**src/design/scs_pkg.sv**
```systemverilog
// Shared types and constants for the send command sequencer.
// Used by scs_ctrl, scs_datapath and send_command_sequencer_unit.
package scs_pkg;

    localparam int CNT_W = 3;

    localparam logic [1:0] REQ_DATA    = 2'd0;
    localparam logic [1:0] REQ_CTRL_REL = 2'd1;
    localparam logic [1:0] REQ_CTRL_UNSEQ = 2'd2;

    localparam logic [7:0] CFG_CHANNEL_COUNT = 8'd0;
    localparam logic [7:0] CFG_FRAG_PAYLOAD  = 8'd1;
    localparam logic [7:0] CFG_MAX_PACKET    = 8'd2;
    localparam logic [7:0] CFG_PEER_CONN     = 8'd3;

    localparam logic [2:0] KIND_RELIABLE   = 3'd0;
    localparam logic [2:0] KIND_UNRELIABLE = 3'd1;
    localparam logic [2:0] KIND_UNSEQ      = 3'd2;
    localparam logic [2:0] KIND_REL_FRAG   = 3'd3;
    localparam logic [2:0] KIND_UNREL_FRAG = 3'd4;
    localparam logic [2:0] KIND_CONTROL    = 3'd5;

    localparam logic [15:0] SEQ_LIMIT = 16'hFFFF;

    typedef enum logic [1:0] {
        CLS_REJECT,
        CLS_CONTROL,
        CLS_SINGLE,
        CLS_FRAG
    } cls_t;

    typedef struct packed {
        logic latch;
        logic check;
        logic div_step;
        logic emit;
    } ctl_cmd_t;

    typedef struct packed {
        cls_t cls;
        logic div_done;
        logic last_frag;
    } dp_status_t;

endpackage

```
**src/design/scs_ctrl.sv**
```systemverilog
// Controller state machine of the send command sequencer.
// Depends on scs_pkg; drives the datapath through ctl_cmd_t.
module scs_ctrl
(
    input  logic                  clk,
    input  logic                  rst_n,
    input  logic                  in_valid,
    input  logic                  out_stall,
    input  scs_pkg::dp_status_t   dp_status,
    output logic                  in_stall,
    output logic                  out_valid,
    output scs_pkg::ctl_cmd_t     cmd
);

    typedef enum logic [2:0] {
        S_IDLE,
        S_CHECK,
        S_DIV,
        S_EMIT,
        S_DRAIN
    } state_t;

    state_t state_reg;
    state_t state_next;
    logic   out_valid_reg;
    logic   out_valid_next;
    logic   slot_free;

    always_comb
    begin
        cmd            = '0;
        state_next     = state_reg;
        out_valid_next = out_valid_reg;
        slot_free      = !out_valid_reg || !out_stall;
        if (out_valid_reg && !out_stall)
        begin
            out_valid_next = 1'b0;
        end
        case (state_reg)
            S_IDLE:
            begin
                if (in_valid)
                begin
                    cmd.latch  = 1'b1;
                    state_next = S_CHECK;
                end
            end
            S_CHECK:
            begin
                cmd.check = 1'b1;
                if (dp_status.cls == scs_pkg::CLS_FRAG)
                begin
                    state_next = S_DIV;
                end
                else
                begin
                    out_valid_next = 1'b1;
                    state_next     = S_DRAIN;
                end
            end
            S_DIV:
            begin
                cmd.div_step = 1'b1;
                if (dp_status.div_done)
                begin
                    state_next = S_EMIT;
                end
            end
            S_EMIT:
            begin
                if (slot_free)
                begin
                    cmd.emit       = 1'b1;
                    out_valid_next = 1'b1;
                    if (dp_status.last_frag)
                    begin
                        state_next = S_DRAIN;
                    end
                end
            end
            S_DRAIN:
            begin
                if (slot_free)
                begin
                    state_next = S_IDLE;
                end
            end
            default:
            begin
                state_next = S_IDLE;
            end
        endcase
    end

    always_ff @(posedge clk or negedge rst_n)
    begin
        if (!rst_n)
        begin
            state_reg     <= S_IDLE;
            out_valid_reg <= 1'b0;
        end
        else
        begin
            state_reg     <= state_next;
            out_valid_reg <= out_valid_next;
        end
    end

    assign in_stall  = (state_reg != S_IDLE);
    assign out_valid = out_valid_reg;

`ifndef SYNTHESIS
    a_emit_free: assert property (@(posedge clk) disable iff (!rst_n)
        cmd.emit |-> (!out_valid_reg || !out_stall))
        else $error("fragment loaded over a waiting result");
    a_check_empty: assert property (@(posedge clk) disable iff (!rst_n)
        (state_reg == S_CHECK) |-> !out_valid_reg)
        else $error("request checked while a result is pending");
    a_div_exit: assert property (@(posedge clk) disable iff (!rst_n)
        (state_reg == S_DIV && dp_status.div_done) |=> (state_reg == S_EMIT))
        else $error("division did not hand over to emission");
`endif

endmodule

```
**src/design/scs_datapath.sv**
```systemverilog
// Datapath of the send command sequencer: configuration, sequence counters,
// fragment count divider and result registers. Depends on scs_pkg.
module scs_datapath
#(
    parameter int MAX_CHANNELS  = 16,
    parameter int MAX_FRAGMENTS = 64
)
(
    input  logic                  clk,
    input  logic                  rst_n,
    input  scs_pkg::ctl_cmd_t     cmd,
    output scs_pkg::dp_status_t   dp_status,
    input  logic                  cfg_valid,
    output logic                  cfg_ready,
    input  logic [7:0]            cfg_index,
    input  logic [23:0]           cfg_data,
    input  logic [1:0]            req_type,
    input  logic [7:0]            channel_index,
    input  logic [23:0]           data_length,
    input  logic                  want_reliable,
    input  logic                  want_unsequenced,
    input  logic                  want_unreliable_fragment,
    output logic                  status,
    output logic [2:0]            command_kind,
    output logic [15:0]           reliable_seq,
    output logic [15:0]           unreliable_seq,
    output logic [15:0]           unseq_group,
    output logic [15:0]           start_seq,
    output logic [5:0]            fragment_number,
    output logic [6:0]            fragment_count,
    output logic [23:0]           fragment_offset,
    output logic [23:0]           fragment_length,
    output logic                  last_of_run
);

    localparam int CW = (MAX_CHANNELS > 1) ? $clog2(MAX_CHANNELS) : 1;
    localparam int QW = (MAX_FRAGMENTS > 1) ? $clog2(MAX_FRAGMENTS) : 1;

    logic [7:0]  cc_reg;
    logic [12:0] payload_reg;
    logic [23:0] max_len_reg;
    logic        conn_reg;

    logic [1:0]  type_reg;
    logic [7:0]  ch_reg;
    logic [23:0] len_reg;
    logic        rel_f_reg;
    logic        unseq_f_reg;
    logic        ufrag_f_reg;

    logic [15:0] chan_rel_reg [MAX_CHANNELS];
    logic [15:0] chan_unrel_reg [MAX_CHANNELS];
    logic [15:0] ctrl_seq_reg;
    logic [15:0] group_reg;

    logic [23:0]      rem_reg;
    logic [23:0]      dvs_reg;
    logic [QW-1:0]    q_reg;
    logic [scs_pkg::CNT_W-1:0] div_cnt_reg;
    logic [23:0]      off_reg;
    logic [QW-1:0]    idx_reg;
    logic             run_unrel_reg;
    logic [15:0]      start_reg;

    logic        status_reg;
    logic [2:0]  kind_reg;
    logic [15:0] rel_out_reg;
    logic [15:0] unrel_out_reg;
    logic [15:0] grp_out_reg;
    logic [15:0] start_out_reg;
    logic [5:0]  num_out_reg;
    logic [6:0]  cnt_out_reg;
    logic [23:0] off_out_reg;
    logic [23:0] len_out_reg;
    logic        last_out_reg;

    logic [12:0]   pay;
    logic [CW-1:0] chi;
    logic [15:0]   cur_rel;
    logic [15:0]   cur_unrel;
    logic [15:0]   rel_next;
    logic [15:0]   unrel_next;
    logic [15:0]   ctrl_seq_next;
    logic [15:0]   group_next;
    logic [31:0]   frag_limit;
    logic          ch_bad;
    scs_pkg::cls_t cls;
    logic          single_unseq;
    logic          single_rel;
    logic          run_unrel_now;
    logic          div_ge;
    logic [23:0]   left_len;
    logic [23:0]   flen;

    always_comb
    begin
        pay           = (payload_reg == 13'd0) ? 13'd1 : payload_reg;
        chi           = ch_reg[CW-1:0];
        cur_rel       = chan_rel_reg[chi];
        cur_unrel     = chan_unrel_reg[chi];
        rel_next      = cur_rel + 16'd1;
        unrel_next    = cur_unrel + 16'd1;
        ctrl_seq_next = ctrl_seq_reg + 16'd1;
        group_next    = group_reg + 16'd1;
        frag_limit    = 32'(pay) * 32'(MAX_FRAGMENTS);
        ch_bad        = (ch_reg >= cc_reg) || (32'(ch_reg) >= 32'(MAX_CHANNELS));
        if (type_reg == scs_pkg::REQ_CTRL_REL || type_reg == scs_pkg::REQ_CTRL_UNSEQ)
        begin
            cls = scs_pkg::CLS_CONTROL;
        end
        else if (type_reg != scs_pkg::REQ_DATA || !conn_reg || ch_bad ||
                 len_reg > max_len_reg)
        begin
            cls = scs_pkg::CLS_REJECT;
        end
        else if (len_reg > 24'(pay))
        begin
            cls = (32'(len_reg) > frag_limit) ? scs_pkg::CLS_REJECT : scs_pkg::CLS_FRAG;
        end
        else
        begin
            cls = scs_pkg::CLS_SINGLE;
        end
        single_unseq  = unseq_f_reg && !rel_f_reg;
        single_rel    = rel_f_reg || (cur_unrel == scs_pkg::SEQ_LIMIT);
        run_unrel_now = !rel_f_reg && ufrag_f_reg && (cur_unrel != scs_pkg::SEQ_LIMIT);
        div_ge        = (rem_reg >= dvs_reg);
        left_len      = len_reg - off_reg;
        flen          = (left_len < 24'(pay)) ? left_len : 24'(pay);
    end

    assign dp_status.cls       = cls;
    assign dp_status.div_done  = (div_cnt_reg == scs_pkg::CNT_W'(QW - 1));
    assign dp_status.last_frag = (idx_reg == q_reg);
    assign cfg_ready           = 1'b1;

    always_ff @(posedge clk or negedge rst_n)
    begin
        if (!rst_n)
        begin
            cc_reg       <= 8'd1;
            payload_reg  <= 13'd1364;
            max_len_reg  <= 24'hFFFFFF;
            conn_reg     <= 1'b1;
            ctrl_seq_reg <= '0;
            group_reg    <= '0;
            for (int i = 0; i < MAX_CHANNELS; i++)
            begin
                chan_rel_reg[i]   <= '0;
                chan_unrel_reg[i] <= '0;
            end
        end
        else
        begin
            if (cfg_valid)
            begin
                case (cfg_index)
                    scs_pkg::CFG_CHANNEL_COUNT: cc_reg      <= cfg_data[7:0];
                    scs_pkg::CFG_FRAG_PAYLOAD:  payload_reg <= cfg_data[12:0];
                    scs_pkg::CFG_MAX_PACKET:    max_len_reg <= cfg_data;
                    scs_pkg::CFG_PEER_CONN:     conn_reg    <= cfg_data[0];
                    default:                    ;
                endcase
            end
            if (cmd.check)
            begin
                case (cls)
                    scs_pkg::CLS_CONTROL:
                    begin
                        ctrl_seq_reg <= ctrl_seq_next;
                    end
                    scs_pkg::CLS_SINGLE:
                    begin
                        if (single_unseq)
                        begin
                            group_reg <= group_next;
                        end
                        else if (single_rel)
                        begin
                            chan_rel_reg[chi]   <= rel_next;
                            chan_unrel_reg[chi] <= '0;
                        end
                        else
                        begin
                            chan_unrel_reg[chi] <= unrel_next;
                        end
                    end
                    scs_pkg::CLS_FRAG:
                    begin
                        if (run_unrel_now)
                        begin
                            chan_unrel_reg[chi] <= unrel_next;
                        end
                    end
                    default:
                    begin
                    end
                endcase
            end
            if (cmd.emit && !run_unrel_reg)
            begin
                chan_rel_reg[chi]   <= rel_next;
                chan_unrel_reg[chi] <= '0;
            end
        end
    end

    always_ff @(posedge clk)
    begin
        if (cmd.latch)
        begin
            type_reg    <= req_type;
            ch_reg      <= channel_index;
            len_reg     <= data_length;
            rel_f_reg   <= want_reliable;
            unseq_f_reg <= want_unsequenced;
            ufrag_f_reg <= want_unreliable_fragment;
        end
        if (cmd.check)
        begin
            rem_reg       <= len_reg - 24'd1;
            dvs_reg       <= 24'(pay) << (QW - 1);
            q_reg         <= '0;
            div_cnt_reg   <= '0;
            off_reg       <= '0;
            idx_reg       <= '0;
            run_unrel_reg <= run_unrel_now;
            start_reg     <= run_unrel_now ? unrel_next : rel_next;
            status_reg    <= 1'b0;
            kind_reg      <= scs_pkg::KIND_RELIABLE;
            rel_out_reg   <= '0;
            unrel_out_reg <= '0;
            grp_out_reg   <= '0;
            start_out_reg <= '0;
            num_out_reg   <= '0;
            cnt_out_reg   <= '0;
            off_out_reg   <= '0;
            len_out_reg   <= '0;
            last_out_reg  <= 1'b1;
            case (cls)
                scs_pkg::CLS_REJECT:
                begin
                    status_reg <= 1'b1;
                end
                scs_pkg::CLS_CONTROL:
                begin
                    kind_reg    <= scs_pkg::KIND_CONTROL;
                    rel_out_reg <= ctrl_seq_next;
                end
                scs_pkg::CLS_SINGLE:
                begin
                    len_out_reg <= len_reg;
                    if (single_unseq)
                    begin
                        kind_reg    <= scs_pkg::KIND_UNSEQ;
                        grp_out_reg <= group_next;
                    end
                    else if (single_rel)
                    begin
                        kind_reg    <= scs_pkg::KIND_RELIABLE;
                        rel_out_reg <= rel_next;
                    end
                    else
                    begin
                        kind_reg      <= scs_pkg::KIND_UNRELIABLE;
                        rel_out_reg   <= cur_rel;
                        unrel_out_reg <= unrel_next;
                    end
                end
                default:
                begin
                end
            endcase
        end
        if (cmd.div_step)
        begin
            if (div_ge)
            begin
                rem_reg <= rem_reg - dvs_reg;
            end
            q_reg       <= QW'({q_reg, div_ge});
            dvs_reg     <= dvs_reg >> 1;
            div_cnt_reg <= div_cnt_reg + scs_pkg::CNT_W'(1);
        end
        if (cmd.emit)
        begin
            status_reg    <= 1'b0;
            grp_out_reg   <= '0;
            start_out_reg <= start_reg;
            num_out_reg   <= 6'(idx_reg);
            cnt_out_reg   <= 7'(q_reg) + 7'd1;
            off_out_reg   <= off_reg;
            len_out_reg   <= flen;
            last_out_reg  <= (idx_reg == q_reg);
            off_reg       <= off_reg + 24'(pay);
            idx_reg       <= idx_reg + QW'(1);
            if (run_unrel_reg)
            begin
                kind_reg      <= scs_pkg::KIND_UNREL_FRAG;
                rel_out_reg   <= cur_rel;
                unrel_out_reg <= cur_unrel;
            end
            else
            begin
                kind_reg      <= scs_pkg::KIND_REL_FRAG;
                rel_out_reg   <= rel_next;
                unrel_out_reg <= '0;
            end
        end
    end

    assign status          = status_reg;
    assign command_kind    = kind_reg;
    assign reliable_seq    = rel_out_reg;
    assign unreliable_seq  = unrel_out_reg;
    assign unseq_group     = grp_out_reg;
    assign start_seq       = start_out_reg;
    assign fragment_number = num_out_reg;
    assign fragment_count  = cnt_out_reg;
    assign fragment_offset = off_out_reg;
    assign fragment_length = len_out_reg;
    assign last_of_run     = last_out_reg;

endmodule

```
**src/design/send_command_sequencer_unit.sv**
```systemverilog
// Top level of the send command sequencer.
// Instantiates scs_ctrl and scs_datapath; depends on scs_pkg.
//
// A send request enters on the input channel when in_valid is high and
// in_stall is low; the block then stalls its input until every result of
// that request has been taken. Each result leaves through one output
// register on the output channel, taken when out_valid is high and
// out_stall is low; last_of_run marks the final result of a request.
// A rejected request, a control request and an unfragmented packet give
// one result, registered in the S_CHECK state that follows acceptance; the
// input is free again at the edge that takes that result. A fragmented
// packet first runs a restoring divider, one quotient bit a cycle (six
// bits at 64 fragments), then, while the receiver does not stall, gives
// one fragment a cycle. While the receiver stalls, the pending result
// holds and fragment emission pauses. Configuration writes are always
// ready and take effect at once. Reset clears all sequence counters and
// loads the register defaults; no clearing pass is needed.
module send_command_sequencer_unit
#(
    parameter int MAX_CHANNELS  = 16,
    parameter int MAX_FRAGMENTS = 64
)
(
    input  logic        clk,
    input  logic        rst_n,
    input  logic        in_valid,
    output logic        in_stall,
    input  logic [1:0]  req_type,
    input  logic [7:0]  channel_index,
    input  logic [23:0] data_length,
    input  logic        want_reliable,
    input  logic        want_unsequenced,
    input  logic        want_unreliable_fragment,
    output logic        out_valid,
    input  logic        out_stall,
    output logic        status,
    output logic [2:0]  command_kind,
    output logic [15:0] reliable_seq,
    output logic [15:0] unreliable_seq,
    output logic [15:0] unseq_group,
    output logic [15:0] start_seq,
    output logic [5:0]  fragment_number,
    output logic [6:0]  fragment_count,
    output logic [23:0] fragment_offset,
    output logic [23:0] fragment_length,
    output logic        last_of_run,
    input  logic        cfg_valid,
    output logic        cfg_ready,
    input  logic [7:0]  cfg_index,
    input  logic [23:0] cfg_data
);

    scs_pkg::ctl_cmd_t   cmd;
    scs_pkg::dp_status_t dp_status;

    scs_ctrl u_ctrl
    (
        .clk       (clk),
        .rst_n     (rst_n),
        .in_valid  (in_valid),
        .out_stall (out_stall),
        .dp_status (dp_status),
        .in_stall  (in_stall),
        .out_valid (out_valid),
        .cmd       (cmd)
    );

    scs_datapath
    #(
        .MAX_CHANNELS  (MAX_CHANNELS),
        .MAX_FRAGMENTS (MAX_FRAGMENTS)
    )
    u_datapath
    (
        .clk                      (clk),
        .rst_n                    (rst_n),
        .cmd                      (cmd),
        .dp_status                (dp_status),
        .cfg_valid                (cfg_valid),
        .cfg_ready                (cfg_ready),
        .cfg_index                (cfg_index),
        .cfg_data                 (cfg_data),
        .req_type                 (req_type),
        .channel_index            (channel_index),
        .data_length              (data_length),
        .want_reliable            (want_reliable),
        .want_unsequenced         (want_unsequenced),
        .want_unreliable_fragment (want_unreliable_fragment),
        .status                   (status),
        .command_kind             (command_kind),
        .reliable_seq             (reliable_seq),
        .unreliable_seq           (unreliable_seq),
        .unseq_group              (unseq_group),
        .start_seq                (start_seq),
        .fragment_number          (fragment_number),
        .fragment_count           (fragment_count),
        .fragment_offset          (fragment_offset),
        .fragment_length          (fragment_length),
        .last_of_run              (last_of_run)
    );

endmodule

```
**config.mk**
```make
export PLATFORM = sky130hd
export DESIGN_NAME = send_command_sequencer_unit
export DESIGN_NICKNAME = d
export VERILOG_FILES = /design/src/design/scs_pkg.sv /design/src/design/scs_ctrl.sv /design/src/design/scs_datapath.sv /design/src/design/send_command_sequencer_unit.sv
export SDC_FILE = /design/constraint.sdc
export NUM_CORES = 2
export LEC_CHECK = 0
export ABC_AREA = 0
export BUFFER_PORTS_ARGS = -buffer_cell sky130_fd_sc_hd__buf_2
export CORE_ASPECT_RATIO = 0.7
export CORE_MARGIN = 8
export CORE_UTILIZATION = 40
export DETAILED_ROUTE_END_ITERATION = 10
export GPL_TIMING_DRIVEN = 0
export PLACE_DENSITY_LB_ADDON = 0.3
export SLEW_MARGIN = 20
export SYNTH_ARGS = -nofsm -noshare
export SYNTH_HDL_FRONTEND = slang
export SYNTH_SLANG_ARGS = --single-unit
```
**constraint.sdc**
```tcl
create_clock -name clk -period 12.4 [get_ports clk]
set_input_delay 2.48 -clock clk [delete_from_list [all_inputs] [get_ports clk]]
set_output_delay 2.48 -clock clk [all_outputs]
set_load 0.02 [all_outputs]
```
==> results.py <==
metrics = {
    "outcome": {
        "outcome": "completed",
    },
    "synthesis": {
        "post_synth_num_cell_types": 78,
        "cell_count_after_synthesis": 3662,
        "ys_async_sr_fraction": 0.692,
        "ffs_latches_synth": 859,
        "synth_top_area_cell": "sky130_fd_sc_hd__dfrtp_1",
        "synth_area_leaders": "sky130_fd_sc_hd__dfrtp_1 33%, sky130_fd_sc_hd__edfxtp_1 16%, sky130_fd_sc_hd__mux4_2 8.5%",
        "area_share_of_the_largest_cell_type_after_synthesis": 0.333,
        "mean_syn_cell_area_um2": 11.5,
        "synth_nets": 3877,
        "synth.most_common_cell": "sky130_fd_sc_hd__dfrtp_1",
        "ys_top_cells_by_count": "563 x sky130_fd_sc_hd__dfrtp_1, 369 x sky130_fd_sc_hd__nor2_1, 288 x sky130_fd_sc_hd__nand2_1, 286 x sky130_fd_sc_hd__a21oi_1, 224 x sky130_fd_sc_hd__edfxtp_1",
        "synth.yosys.seq_area_share": 0.531,
        "synth_enable_flop_cells": 224,
        "synthesis.area_um2": 42300,
        "ys_dominant_reg_cell": "sky130_fd_sc_hd__dfrtp_1",
        "synthesis_warnings": 0,
    },
    "final_layout": {
        "layout.nets": 4182,
        "area_growth_syn_to_fin_pct": 14.2,
        "nFillCells": 9507,
        "layout_cells_sized_above_1": 0.180,
        "share_of_the_core_filled_with_cells_in_the_final_layout": 0.462,
    },
    "die": {
        "die_w_um": 405,
        "die-height_um": 288,
        "floorplan.core_area_um2": 105000,
        "initial_utilization": 0.404,
        "core.rowCount": 99,
        "floorplan_die_area_um2": 117000,
        "top_level_ports": 207,
    },
    "placement": {
        "port_buffers": 205,
        "dp_hpwl_um": 101000,
        "routabilityCongestion": 0.938,
        "pre_cts_slack_ns": 3.75,
    },
    "hold_path": {
        "worst_hold_path.num_cells": 2,
        "hold_class": "reg2reg",
    },
    "setup_path": {
        "worst-endpoint-required_ns": 13.02,
        "cp_max_fo": 10,
        "setup.worst_path.class": "reg2reg",
        "reg2regPathDepth": 29,
        "endpoint_kind": "register",
        "startpoint_type": "register",
        "timing.critical_path.mode_cell": "sky130_fd_sc_hd__buf_6",
        "library_cell_contributing_the_largest_single_delay_on_the_critical_path": "sky130_fd_sc_hd__a31oi_1",
        "critPathArrivalTime_ns": 9.51,
        "crit_path_max_incr_delay_ns": 0.58,
    },
    "timing": {
        "setup_viol": 0,
        "worst_pin_slew_ns": 1.18,
        "slew_viol_final": 0,
        "min_period_ns": 8.89,
        "worst_clock_skew_ns": 0.0389,
        "slew_headroom": 0.209,
        "achievable-frequency_mhz": 112,
        "fin_worst_hold_slack_ns": 0.450,
        "final.setup.worst_slack_ns": 3.51,
        "timing.final.hold_violations": 0,
        "rsz_0062_raised_after_global_routing": "no",
        "timing.final.crit_share": 0.717,
    },
    "routing": {
        "vias": 32100,
        "drc_errors": 0,
        "antenna_left": 0,
        "drtPass1Iterations": 8,
        "routed_wire_length_per_instance_um": 25.1,
        "finalWirelength_um": 137000,
        "via_per_inst": 5.87,
        "drt-initial-drc-count": 3871,
    },
    "clock_tree": {
        "cts.repair_timing.setup_buffer_count": 0,
        "holdBufCountCts": 0,
        "worst_skew_pair_later_pin_latency_ns": 0.70,
        "cts_max_level": 3,
        "tritoncts": "built",
        "ctsLongestPathBuffers": 3,
        "cts_resized": 0,
        "cts-root-buf": "sky130_fd_sc_hd__clkbuf_16",
        "path_clk_slew_ns": 0.07,
        "numClockSinks": 859,
        "cts_made_buffers": 89,
    },
    "power_and_ir_drop": {
        "power.ir.vdd_worst_v": 0.000125,
        "powerDensity_nw_per_um2": 178,
        "total_leakage_power_nw": 20.5,
        "fin_total_pwr_mw": 8.57,
    },
    "job": {
        "cap_violations": 0,
    },
    "global_routing": {
        "grt_overflow_total": 0,
        "grt_first_pass_wirelength_um": 203000,
        "grt_pass1_vias": 30600,
        "maximum_number_of_pins_on_one_net_before_global_route_repair": 101,
        "gr-usage-all-layers": 0.230,
        "grt_antenna_before_repair": 8,
    },
}
==> routing by layer <==
metal	global-route usage	up-vias	routed length, µm
met5	0	-	0
met4	0.0578	0	3290
met3	0.0737	201	16700
met2	0.302	1687	53600
met1	0.359	16100	63300
li1	-	14100	-
==> logic make-up (layout without fill, tap and decap cells) <==
group,count (synthesis),count (layout),share of synthesized area
buffers and inverters,367,746,0.0366
adders and majority gates,141,141,0.0423
xor gates and xnor gates,162,162,0.0350
other,1,2,0.0000887
muxes,254,254,0.109
DFF,859,859,0.531
and+or+nand+nor,995,995,0.107
AOI/OAI and AO/OA,883,883,0.139
==> worst paths after layout <==
kind	slack [ns]	endpoint	startpoint
min in group asynchronous	1.76	u_datapath.chan_rel_reg[205]$_DFF_PN0_	rst_n
worst max-delay path	3.51	u_datapath.chan_unrel_reg[127]$_DFF_PN0_	u_datapath.ch_reg[0]$_DFFE_PP_
worst min register to register	0.45	u_datapath.unseq_group[12]$_SDFFE_PP0P_	u_datapath.unseq_group[12]$_SDFFE_PP0P_
worst max register to register	3.51	u_datapath.chan_unrel_reg[127]$_DFF_PN0_	u_datapath.ch_reg[0]$_DFFE_PP_
max in group asynchronous	9.35	u_datapath.max_len_reg[18]$_DFFE_PN1P_	rst_n
worst min-delay path	0.45	u_datapath.unseq_group[12]$_SDFFE_PP0P_	u_datapath.unseq_group[12]$_SDFFE_PP0P_
==> worst max-delay path: cells and delay by family, from the launching register on <==
family	cells	cell delay (ns)
DFF	1	0.32
buffers and inverters	12	3.73
and+or+nand+nor	5	1.41
adders and majority gates	2	0.68
AOI/OAI and AO/OA	10	2.60
==> layout by cell type, fill, tap and decap left out, types with 56 or more instances in the layout <==
| master | n |
|---|---|
| sky130_fd_sc_hd__dfrtp_1 | 563 |
| sky130_fd_sc_hd__nor2_1 | 368 |
| sky130_fd_sc_hd__nand2_1 | 287 |
| sky130_fd_sc_hd__a21oi_1 | 286 |
| sky130_fd_sc_hd__buf_2 | 265 |
| sky130_fd_sc_hd__edfxtp_1 | 224 |
| sky130_fd_sc_hd__clkbuf_1 | 176 |
| sky130_fd_sc_hd__a22o_1 | 167 |
| sky130_fd_sc_hd__mux4_2 | 160 |
| sky130_fd_sc_hd__o21ai_0 | 158 |
| sky130_fd_sc_hd__ha_1 | 138 |
| sky130_fd_sc_hd__inv_1 | 126 |
| sky130_fd_sc_hd__xnor2_1 | 95 |
| sky130_fd_sc_hd__clkbuf_16 | 91 |
| sky130_fd_sc_hd__o2bb2ai_1 | 69 |
| sky130_fd_sc_hd__nand3_1 | 63 |
| sky130_fd_sc_hd__xor2_1 | 57 |
| sky130_fd_sc_hd__mux2_2 | 56 |
==> power breakdown <==
part	internal, mW	switching, mW	total [mW]
Clock	1.53	1.20	2.73
Sequential	3.30	0.239	3.54
Combinational	0.798	1.51	2.31
==> layout make-up <==
class | count | area, µm² | area share
clock buffers | 128 | 2530 | 0.0523
repair buffers | 214 | 1280 | 0.0264
flip-flops and latches | 859 | 22500 | 0.465
diodes | 1 | 2.50 | 0.0000518
clock inverters | 37 | 380 | 0.00788
plain buffers | 239 | 1070 | 0.0221
multi-input cells | 2436 | 18300 | 0.379
well taps | 1414 | 1770 | 0.0366
inverters | 128 | 488 | 0.0101
==> stage by stage <==
step | std cells | TNS [ns] | instance area [µm²]
5_1_grt | 5456 | 0 | 48300
3_3_place_gp | 5281 | -2152.32 | 45100
6_report | 5456 | 0 | 48300
4_1_cts | 5455 | 0 | 48300
3_5_place_dp | 5290 | 0 | 45400
2_1_floorplan | 3662 | 0 | 42300
Power figures use the tool's default switching activity.
